## src/sv/key_entry_with_timeout_warning_core_defines.svh

```systemverilog
// assertion macros for the key entry core
`ifndef KEY_ENTRY_WITH_TIMEOUT_WARNING_CORE_DEFINES_SVH
`define KEY_ENTRY_WITH_TIMEOUT_WARNING_CORE_DEFINES_SVH
`ifndef NO_ASSERTIONS
`define KEWT_ASSERT_NOW(lbl, ante, cons, msg) \
	lbl: assert property (@(posedge clk) disable iff (!arst_n) (ante) |-> (cons)) \
		else $error(msg);
`define KEWT_ASSERT_NEXT(lbl, ante, cons, msg) \
	lbl: assert property (@(posedge clk) disable iff (!arst_n) (ante) |=> (cons)) \
		else $error(msg);
`else
`define KEWT_ASSERT_NOW(lbl, ante, cons, msg)
`define KEWT_ASSERT_NEXT(lbl, ante, cons, msg)
`endif
`endif

```

## src/sv/kewt_pkg.sv

```systemverilog
// shared types and constants for the key entry core
`default_nettype none
package kewt_pkg;

	localparam int MAX_KEY_CHARS_DEF = 8;
	localparam int KEY_BYTES_W       = 64;
	localparam int CFG_INDEX_W       = 3;
	localparam int CFG_DATA_W        = 16;

	localparam logic [15:0] FIRST_WARNING_RST = 16'd10000;
	localparam logic [15:0] SECOND_WARNING_RST = 16'd30000;
	localparam logic [15:0] FAIL_RST          = 16'd45000;
	localparam logic [15:0] BLINK_PERIOD_RST  = 16'd500;
	localparam logic [3:0]  MIN_KEY_LEN_RST   = 4'd1;

	localparam logic [7:0] CHAR_LF = 8'h0A;

	typedef enum logic [1:0] {
		OP_START = 2'd0,
		OP_TICK  = 2'd1,
		OP_BYTE  = 2'd2,
		OP_RXERR = 2'd3
	} op_t;

	typedef enum logic [1:0] {
		ST_COLLECTING = 2'd0,
		ST_COMPLETE   = 2'd1,
		ST_TIMEOUT    = 2'd2,
		ST_RXFAIL     = 2'd3
	} status_t;

	typedef enum logic [1:0] {
		STG_NONE  = 2'd0,
		STG_FIRST = 2'd1,
		STG_BLINK = 2'd2,
		STG_DONE  = 2'd3
	} stage_t;

	typedef enum logic [CFG_INDEX_W-1:0] {
		CFG_FIRST_WARNING  = 3'd0,
		CFG_SECOND_WARNING = 3'd1,
		CFG_FAIL           = 3'd2,
		CFG_BLINK_PERIOD   = 3'd3,
		CFG_MIN_KEY_LEN    = 3'd4
	} cfg_index_t;

	typedef struct packed {
		logic [15:0] first_warning_ms;
		logic [15:0] second_warning_ms;
		logic [15:0] fail_ms;
		logic [15:0] blink_period_ms;
		logic [3:0]  min_key_length;
	} cfg_t;

	// one item as it leaves the input register, already gated
	typedef struct packed {
		logic       start;
		logic       tick;
		logic       byte_en;
		logic [7:0] rx_byte;
	} step_t;

	typedef struct packed {
		logic   led;
		stage_t stage;
		logic   timeout;
	} timer_view_t;

	typedef struct packed {
		logic [3:0]             count;
		logic [KEY_BYTES_W-1:0] key_bytes;
		logic                   complete;
	} key_view_t;

	function automatic logic is_alnum(input logic [7:0] c);
		return (c >= 8'h30 && c <= 8'h39) || (c >= 8'h41 && c <= 8'h5A) ||
			(c >= 8'h61 && c <= 8'h7A);
	endfunction

endpackage
`default_nettype wire

```

## src/sv/kewt_cfg_regs.sv

```systemverilog
// configuration registers with their reset values
`default_nettype none
module kewt_cfg_regs (
	input  wire logic                             clk,
	input  wire logic                             arst_n,
	input  wire logic                             wr_en,
	input  wire logic [kewt_pkg::CFG_INDEX_W-1:0] wr_index,
	input  wire logic [kewt_pkg::CFG_DATA_W-1:0]  wr_data,
	output kewt_pkg::cfg_t                        cfg
);

	kewt_pkg::cfg_t cfg_q;

	always_ff @(posedge clk or negedge arst_n) begin
		if (!arst_n) begin
			cfg_q.first_warning_ms  <= kewt_pkg::FIRST_WARNING_RST;
			cfg_q.second_warning_ms <= kewt_pkg::SECOND_WARNING_RST;
			cfg_q.fail_ms           <= kewt_pkg::FAIL_RST;
			cfg_q.blink_period_ms   <= kewt_pkg::BLINK_PERIOD_RST;
			cfg_q.min_key_length    <= kewt_pkg::MIN_KEY_LEN_RST;
		end else if (wr_en) begin
			case (kewt_pkg::cfg_index_t'(wr_index))
				kewt_pkg::CFG_FIRST_WARNING:  cfg_q.first_warning_ms  <= wr_data;
				kewt_pkg::CFG_SECOND_WARNING: cfg_q.second_warning_ms <= wr_data;
				kewt_pkg::CFG_FAIL:           cfg_q.fail_ms           <= wr_data;
				kewt_pkg::CFG_BLINK_PERIOD:   cfg_q.blink_period_ms   <= wr_data;
				kewt_pkg::CFG_MIN_KEY_LEN:    cfg_q.min_key_length    <= wr_data[3:0];
				default: ;
			endcase
		end
	end

	assign cfg = cfg_q;

endmodule
`default_nettype wire

```

## src/sv/kewt_warn_timer.sv

```systemverilog
// elapsed counter and warning stage / led sequencing
`default_nettype none
module kewt_warn_timer (
	input  wire logic          clk,
	input  wire logic          arst_n,
	input  wire kewt_pkg::cfg_t  cfg,
	input  wire kewt_pkg::step_t step,
	output kewt_pkg::timer_view_t view
);

	logic [15:0]      elapsed_q, elapsed_n;
	logic [15:0]      last_toggle_q, last_toggle_n;
	logic             led_q, led_n;
	kewt_pkg::stage_t stage_q, stage_n;

	always_ff @(posedge clk or negedge arst_n) begin
		if (!arst_n) begin
			elapsed_q     <= '0;
			last_toggle_q <= '0;
			led_q         <= 1'b0;
			stage_q       <= kewt_pkg::STG_NONE;
		end else begin
			elapsed_q     <= elapsed_n;
			last_toggle_q <= last_toggle_n;
			led_q         <= led_n;
			stage_q       <= stage_n;
		end
	end

	always_comb begin
		logic [15:0] since_toggle;
		elapsed_n     = elapsed_q;
		last_toggle_n = last_toggle_q;
		led_n         = led_q;
		stage_n       = stage_q;
		since_toggle  = '0;
		if (step.start) begin
			elapsed_n     = '0;
			last_toggle_n = '0;
			led_n         = 1'b0;
			stage_n       = kewt_pkg::STG_NONE;
		end else if (step.tick) begin
			// saturating count
			if (elapsed_q != 16'hFFFF) begin
				elapsed_n = elapsed_q + 16'd1;
			end
			since_toggle = elapsed_n - last_toggle_q;
			case (stage_q)
				kewt_pkg::STG_NONE: begin
					if (elapsed_n >= cfg.first_warning_ms) begin
						led_n   = 1'b1;
						stage_n = kewt_pkg::STG_FIRST;
					end
				end
				kewt_pkg::STG_FIRST: begin
					if (elapsed_n >= cfg.second_warning_ms) begin
						stage_n = kewt_pkg::STG_BLINK;
					end
				end
				kewt_pkg::STG_BLINK: begin
					if (since_toggle >= cfg.blink_period_ms) begin
						led_n         = ~led_q;
						last_toggle_n = elapsed_n;
					end
					// fail threshold overrides the blink toggle
					if (elapsed_n >= cfg.fail_ms) begin
						led_n   = 1'b0;
						stage_n = kewt_pkg::STG_DONE;
					end
				end
				default: ;
			endcase
		end
	end

	assign view.led     = led_n;
	assign view.stage   = stage_n;
	assign view.timeout = step.tick && (stage_n == kewt_pkg::STG_DONE);

endmodule
`default_nettype wire

```

## src/sv/kewt_key_buf.sv

```systemverilog
// key character store, count and newline completion
`default_nettype none
module kewt_key_buf #(
	parameter int MAX_KEY_CHARS = kewt_pkg::MAX_KEY_CHARS_DEF
) (
	input  wire logic       clk,
	input  wire logic       arst_n,
	input  wire logic [3:0] min_key_length,
	input  wire kewt_pkg::step_t step,
	output kewt_pkg::key_view_t view
);

	localparam int IDX_W = (MAX_KEY_CHARS > 1) ? $clog2(MAX_KEY_CHARS) : 1;

	logic [7:0] store_q [MAX_KEY_CHARS];
	logic [7:0] store_n [MAX_KEY_CHARS];
	logic [3:0] count_q, count_n;
	logic       complete;

	always_ff @(posedge clk or negedge arst_n) begin
		if (!arst_n) begin
			count_q <= '0;
			for (int i = 0; i < MAX_KEY_CHARS; i++) begin
				store_q[i] <= '0;
			end
		end else begin
			count_q <= count_n;
			for (int i = 0; i < MAX_KEY_CHARS; i++) begin
				store_q[i] <= store_n[i];
			end
		end
	end

	always_comb begin
		store_n  = store_q;
		count_n  = count_q;
		complete = 1'b0;
		if (step.start) begin
			count_n = '0;
			for (int i = 0; i < MAX_KEY_CHARS; i++) begin
				store_n[i] = '0;
			end
		end else if (step.byte_en) begin
			if (step.rx_byte == kewt_pkg::CHAR_LF && count_q >= min_key_length) begin
				complete = 1'b1;
			end else if (count_q < 4'(MAX_KEY_CHARS) && kewt_pkg::is_alnum(step.rx_byte)) begin
				store_n[count_q[IDX_W-1:0]] = step.rx_byte;
				count_n = count_q + 4'd1;
			end
		end
	end

	always_comb begin
		view.key_bytes = '0;
		for (int i = 0; i < MAX_KEY_CHARS; i++) begin
			view.key_bytes[i*8 +: 8] = store_n[i];
		end
		view.count    = count_n;
		view.complete = complete;
	end

endmodule
`default_nettype wire

```

## src/sv/key_entry_with_timeout_warning_core.sv

```systemverilog
// Key entry with timeout warning: one result for each input transaction.
// A result passes through the input register (s1), then the result register;
// state updates in the same cycle the item leaves s1.
// Throughput: one item per cycle, limited only by the result register handoff.
// Reset (arst_n low, asynchronous): registers back to defaults, entry cleared.
`default_nettype none
`include "key_entry_with_timeout_warning_core_defines.svh"
module key_entry_with_timeout_warning_core #(
	parameter int MAX_KEY_CHARS = kewt_pkg::MAX_KEY_CHARS_DEF
) (
	input  wire logic                             clk,
	input  wire logic                             arst_n,
	input  wire logic                             s_axis_tvalid,
	output logic                                  s_axis_tready,
	input  wire logic [7:0]                       s_axis_tdata,  // [7:0] rx_byte
	input  wire logic [1:0]                       s_axis_tuser,  // [1:0] operation
	output logic                                  m_axis_tvalid,
	input  wire logic                             m_axis_tready,
	// [1:0] status, [2] warning_led, [4:3] warning_stage, [8:5] key_length,
	// [72:9] key_bytes, [79:73] zero
	output logic [79:0]                           m_axis_tdata,
	input  wire logic                             cfg_valid,
	output logic                                  cfg_ready,
	input  wire logic [kewt_pkg::CFG_INDEX_W-1:0] cfg_index,
	input  wire logic [kewt_pkg::CFG_DATA_W-1:0]  cfg_data
);

	kewt_pkg::cfg_t        cfg;
	kewt_pkg::step_t       step;
	kewt_pkg::timer_view_t tview;
	kewt_pkg::key_view_t   kview;

	logic             valid_s1;
	kewt_pkg::op_t    op_s1;
	logic [7:0]       byte_s1;
	logic             advance;
	logic             collecting;
	kewt_pkg::status_t outcome_q, outcome_n;
	logic             m_valid_q;
	logic [79:0]      m_data_q;

	assign cfg_ready = 1'b1;

	kewt_cfg_regs u_cfg (
		.clk      (clk),
		.arst_n   (arst_n),
		.wr_en    (cfg_valid),
		.wr_index (cfg_index),
		.wr_data  (cfg_data),
		.cfg      (cfg)
	);

	// s1 moves on when the result register is free or being emptied
	assign advance       = valid_s1 && (!m_valid_q || m_axis_tready);
	assign s_axis_tready = !valid_s1 || advance;

	always_ff @(posedge clk or negedge arst_n) begin
		if (!arst_n) begin
			valid_s1 <= 1'b0;
		end else if (s_axis_tready) begin
			valid_s1 <= s_axis_tvalid;
		end
	end

	always_ff @(posedge clk) begin
		if (s_axis_tvalid && s_axis_tready) begin
			op_s1   <= kewt_pkg::op_t'(s_axis_tuser);
			byte_s1 <= s_axis_tdata;
		end
	end

	assign collecting   = (outcome_q == kewt_pkg::ST_COLLECTING);
	assign step.start   = advance && (op_s1 == kewt_pkg::OP_START);
	assign step.tick    = advance && collecting && (op_s1 == kewt_pkg::OP_TICK);
	assign step.byte_en = advance && collecting && (op_s1 == kewt_pkg::OP_BYTE);
	assign step.rx_byte = byte_s1;

	kewt_warn_timer u_timer (
		.clk    (clk),
		.arst_n (arst_n),
		.cfg    (cfg),
		.step   (step),
		.view   (tview)
	);

	kewt_key_buf #(
		.MAX_KEY_CHARS (MAX_KEY_CHARS)
	) u_key (
		.clk            (clk),
		.arst_n         (arst_n),
		.min_key_length (cfg.min_key_length),
		.step           (step),
		.view           (kview)
	);

	always_comb begin
		outcome_n = outcome_q;
		if (step.start) begin
			outcome_n = kewt_pkg::ST_COLLECTING;
		end else if (advance && collecting) begin
			case (op_s1)
				kewt_pkg::OP_TICK:  if (tview.timeout) outcome_n = kewt_pkg::ST_TIMEOUT;
				kewt_pkg::OP_BYTE:  if (kview.complete) outcome_n = kewt_pkg::ST_COMPLETE;
				kewt_pkg::OP_RXERR: outcome_n = kewt_pkg::ST_RXFAIL;
				default: ;
			endcase
		end
	end

	always_ff @(posedge clk or negedge arst_n) begin
		if (!arst_n) begin
			outcome_q <= kewt_pkg::ST_COLLECTING;
			m_valid_q <= 1'b0;
		end else begin
			outcome_q <= outcome_n;
			if (advance) begin
				m_valid_q <= 1'b1;
			end else if (m_axis_tready) begin
				m_valid_q <= 1'b0;
			end
		end
	end

	always_ff @(posedge clk) begin
		if (advance) begin
			m_data_q <= {7'd0, kview.key_bytes, kview.count, tview.stage, tview.led,
				outcome_n};
		end
	end

	assign m_axis_tvalid = m_valid_q;
	assign m_axis_tdata  = m_data_q;

	`KEWT_ASSERT_NEXT(a_s1_held, valid_s1 && !advance, valid_s1, "s1 item lost while stalled")
	`KEWT_ASSERT_NOW(a_done_means_timeout,
		m_valid_q && (m_data_q[4:3] == kewt_pkg::STG_DONE),
		(m_data_q[1:0] == kewt_pkg::ST_TIMEOUT) && !m_data_q[2],
		"timeout stage without timeout status or with led lit")
	`KEWT_ASSERT_NOW(a_key_len_bound, m_valid_q,
		m_data_q[8:5] <= 4'(MAX_KEY_CHARS), "key length beyond store depth")
	`KEWT_ASSERT_NEXT(a_finished_holds,
		advance && !collecting && (op_s1 != kewt_pkg::OP_START),
		outcome_q == $past(outcome_q), "finished entry changed without start")

endmodule
`default_nettype wire

```

## config.mk

```make
export PLATFORM = sky130hd
export DESIGN_NAME = key_entry_with_timeout_warning_core
export DESIGN_NICKNAME = d
export VERILOG_FILES = /design/src/sv/kewt_pkg.sv /design/src/sv/kewt_cfg_regs.sv /design/src/sv/kewt_warn_timer.sv /design/src/sv/kewt_key_buf.sv /design/src/sv/key_entry_with_timeout_warning_core.sv
export VERILOG_INCLUDE_DIRS = /design/src /design/src/sv
export SDC_FILE = /design/constraint.sdc
export NUM_CORES = 1
export LEC_CHECK = 0
export BUFFER_PORTS_ARGS = -buffer_cell sky130_fd_sc_hd__buf_2
export CAP_MARGIN = 20
export CELL_PAD_IN_SITES_DETAIL_PLACEMENT = 1
export CELL_PAD_IN_SITES_GLOBAL_PLACEMENT = 1
export CORE_MARGIN = 5
export CORE_UTILIZATION = 44
export DETAILED_ROUTE_END_ITERATION = 10
export PLACE_DENSITY = 0.87
export SETUP_SLACK_MARGIN = 0.3
export SYNTH_ARGS = -nofsm -noshare
export SYNTH_HDL_FRONTEND = slang
export SYNTH_HIERARCHICAL = 1
export SYNTH_SLANG_ARGS = --single-unit
```

## constraint.sdc

```tcl
create_clock -name clk -period 4.8 [get_ports clk]
set_input_delay 0.48 -clock clk [delete_from_list [all_inputs] [get_ports clk]]
set_output_delay 0.48 -clock clk [all_outputs]
set_load 0.02 [all_outputs]
```

==> key figures <==
Worst setup path
  – CP Capture Type: flip-flop
  – Delay-heaviest family, CP: simple AND/OR/NAND/NOR gates
  – CP max stage cell: dfrtp_2
  – Crit path launch type: flip-flop
  – Critical Path RT: 5.25 ns
  – Most Frequent Cell on Critical Path: buf_4
  – CP max stage delay: roughly 0.43 ns
  – Crit Path Class: flip-flop to flip-flop
  – Worst EP arrival: ~5.5 ns
  – Crit path buf inv count: 8
  – Max FO, Critical Path: 11

CTS
  – CTS root buf: clkbuf_16
  – Max Root-Sink Buffers: 3
  – Reg clk slew, reported paths: approximately 0.070 ns
  – H-tree depth: 1
  – TritonCTS Sinks: 258
  – Total CTS buffers: 28
  – Worst-skew pair later-pin latency: 0.55 ns
  – CTS tree: done

Synth
  – Synth cell types: 79
  – EDFF count, synth: 83
  – Ys Warns: 6
  – #FFs+latches synth: 258
  – Post-Syn Instances: between 1000 and 1500
  – FFs w/ async S/R, synth: about two thirds
  – Primary flip-flop cell chosen by synthesis mapping: dfrtp_1
  – Synthesized cell area: between 10000 and 15000 um^2
  – Mean Syn Cell Area: approximately 12 um^2
  – Sequential area share after synthesis: 53.95%

Placed design
  – Area post-placement: approximately 14000 um^2
  – Gpl congestion: 0.8258
  – Place WS: -0.04970 ns
  – Buffers added on ports: ~110
  – Placed cell count: 1530
  – Dpl hpwl: ~23000 um

Floorplan
  – Die width: around 180 um
  – Die Ht: roughly 180 um
  – Core ar.: ~29000 um^2
  – Initial core utilization: 44.60%
  – I/O Pins: roughly 120
  – Die ar.: approximately 33000 um^2
  – Num rows: just over 60

Drt
  – ANT nets after route: 0
  – Vias per cell: 5.581
  – DRC violations left: 0
  – WL final: ~38000 um
  – Post-detailed-route wirelength per cell: 23.65 um
  – Pre-antenna DRT Iters: 7
  – Initial DRC Count: about 470
  – Number of vias in the routed layout: around 9000

Timing
  – Max Slew Vio Count: 0
  – Fin Clk Skew: approximately 0.013 ns
  – Fmax: between 150 and 200 MHz
  – Min Tclk post-route: 5.022 ns
  – Max_slew headroom: around a third
  – PnR worst setup slack: -0.2222 ns
  – # setup viols final: 17
  – Final Hold Viols: 0
  – Worst slew pin tran: 0.9701 ns
  – Tcrit/Tclk final: 104.6%
  – Setup_tns: -1.771 ns
  – RSZ-0062 raised after global routing: true

Final layout
  – Final nets: ~1300
  – Post-route insts no fill: about 1600
  – Area delta synth->final: 22.30%
  – Share of layout cells above drive strength 1: around a third
  – Post-route cell area: 15660 um^2
  – Diodes inserted: 0

Power and ir drop
  – VDD IR max: 0.2720 mV
  – Pleak: around 7.5 nW
  – Power consumption: 6.862 mW
  – Pwr Density: ~440 nW/um^2

Global route
  – Largest net degree at the start of global routing: ~120
  – Total grt overflow: 0
  – Initial antenna violation count: 0
  – Number of global-route vias before repair: 9992
  – First-pass GRT wire length: a little under 60000 um
  – Global Route Usage Sum: between 20 and 25%

Hold path
  – Worst Hold Class: primary input to async pin

Run status
  – Violated checks: setup timing
  – Status: complete, but fails checks

Run
  – Max Cap Viol: 0
## sequential cells by signal (all words and copies together), names as in the netlist, 2 cells and up
register               cells
op_s1                      2
m_axis_tdata              73
u_timer/elapsed_q         16
byte_s1                    8
u_timer/last_toggle_q     16
u_cfg/cfg                 68
u_key/count_q              4
outcome_q                  2
u_timer/stage_q            2
u_key/store_q             64
## synth_stat cells, drive strengths merged (3+ instances only)
cell     number  area, um^2
a2111oi       3       26.28
a211oi       19       152.6
a21o         18       135.1
a21oi        38       193.9
and2          5       31.28
and3         11       73.82
and3b         7       61.31
and4          3       31.28
and4bb        3       41.29
buf          32       236.5
clkbuf       15       56.30
dfrtp       147        3679
dfstp        28       735.7
edfxtp       83        2492
ha           85        1064
inv          90       337.8
mux2         70       788.3
mux2i        63       630.6
nand2        34       145.1
nand2b       73       456.7
nand3        20       122.6
nand4         9       71.32
nor2         61       229.0
nor2b         3       18.77
nor3         12       65.06
nor3b         5       37.54
nor4b         3       47.54
o2111ai       3       26.28
o21a          6       45.04
o21ai        23       115.1
or3           4       25.02
xnor2        20       175.2
xor2         15       131.4
## where the power goes
group / total, mW / internal (mW) / switching (mW)
logic: 1.93 / 0.846 / 1.08
registers: 2.66 / 2.53 / 0.133
clock network: 2.27 / 1.35 / 0.925
## placed cells by master (no fill, tap or decap), drive strengths merged, types with 5 or more instances in the layout
cell / synthesis / final
dfstp: 28 / 28
inv: 90 / 91
clkinv: 0 / 11
xor2: 15 / 15
clkbuf: 15 / 35
dfrtp: 147 / 147
xnor2: 20 / 20
and3: 11 / 11
conb: 2 / 8
a211oi: 19 / 19
o21a: 6 / 6
ha: 85 / 85
mux2i: 63 / 63
nor2: 61 / 61
nor3: 12 / 12
o21ai: 23 / 23
buf: 32 / 181
and3b: 7 / 7
nor3b: 5 / 5
mux2: 70 / 70
nand2b: 73 / 73
nand2: 34 / 34
edfxtp: 83 / 83
nand3: 20 / 20
nand4: 9 / 9
and2: 5 / 5
a21oi: 38 / 38
a21o: 18 / 18
## through the flow
step,hold slack [ns],utilization (%)
2_1_floorplan,0.1844,-
3_3_place_gp,0.4893,48.88
3_5_place_dp,0.4944,48.88
5_1_grt,0.06423,54.55
4_1_cts,0.06256,53.82
6_report,0.001478,54.55
## cell families (layout without fill, tap and decap cells)
group / Yosys count / in the layout / share of synthesized area [%]
AND/OR/NAND/NOR: 261 / 261 / 11.98
flip-flops: 258 / 258 / 53.95
buffers and inverters: 137 / 323 / 4.926
AO/OA/AOI/OAI: 136 / 136 / 7.144
multiplexers: 133 / 133 / 11.08
adder cells (fa/ha/maj): 86 / 86 / 8.464
XOR/XNOR: 35 / 35 / 2.394
other: 2 / 8 / 0.05866
## path summary, 6_finish.rpt
path                                            from                  endpoint  slack, ns  cells past startpoint
worst max-delay path            u_timer/elapsed_q[0]  u_timer/last_toggle_q[9]      -0.22                     28
min in group clk                     s_axis_tuser[1]                  op_s1[1]       0.11                      1
worst min-delay path                          arst_n             u_cfg/cfg[42]      0.001                      1
worst max register to register  u_timer/elapsed_q[0]  u_timer/last_toggle_q[9]      -0.22                     28
worst min register to register          u_cfg/cfg[7]              u_cfg/cfg[7]       0.51                      1
max in group asynchronous                     arst_n      u_timer/elapsed_q[0]       3.56                      2
## repair_timing
action,4_1_cts,5_1_grt
hold buffers,0,0
buffers inserted,28,13
pin swaps,21,12
endpoints found under the setup margin,18,22
cloned,1,0
resized for setup,42,24
hold endpoints to repair,0,0
## final cells by class
cell class,count,area (um^2)
Fill cell,2963,13050
Sequential cell,258,6908
Multi-Input combinational cell,659,5759
Timing Repair Buffer,181,1202
Clock buffer,35,767.0
Tap cell,384,480.5
Inverter,90,337.8
Clock inverter,17,202.7
## layer usage
metal	up-vias	track usage (%)	routed length [um]
met3	113	3.149	1639
met2	303	40.53	19800
li1	4017	-	-
met5	-	0	0
met1	4630	26.83	15210
met4	0	6.534	1764
## worst register-to-register path, delay by kind of cell, from the launching register on
family	cells	cell delay, ns
AND/OR/NAND/NOR	9	1.25
AO/OA/AOI/OAI	6	0.90
XOR/XNOR	2	0.38
adder cells (fa/ha/maj)	3	0.80
buffers and inverters	8	1.15
flip-flops	1	0.43
Power figures use the tool's default switching activity.
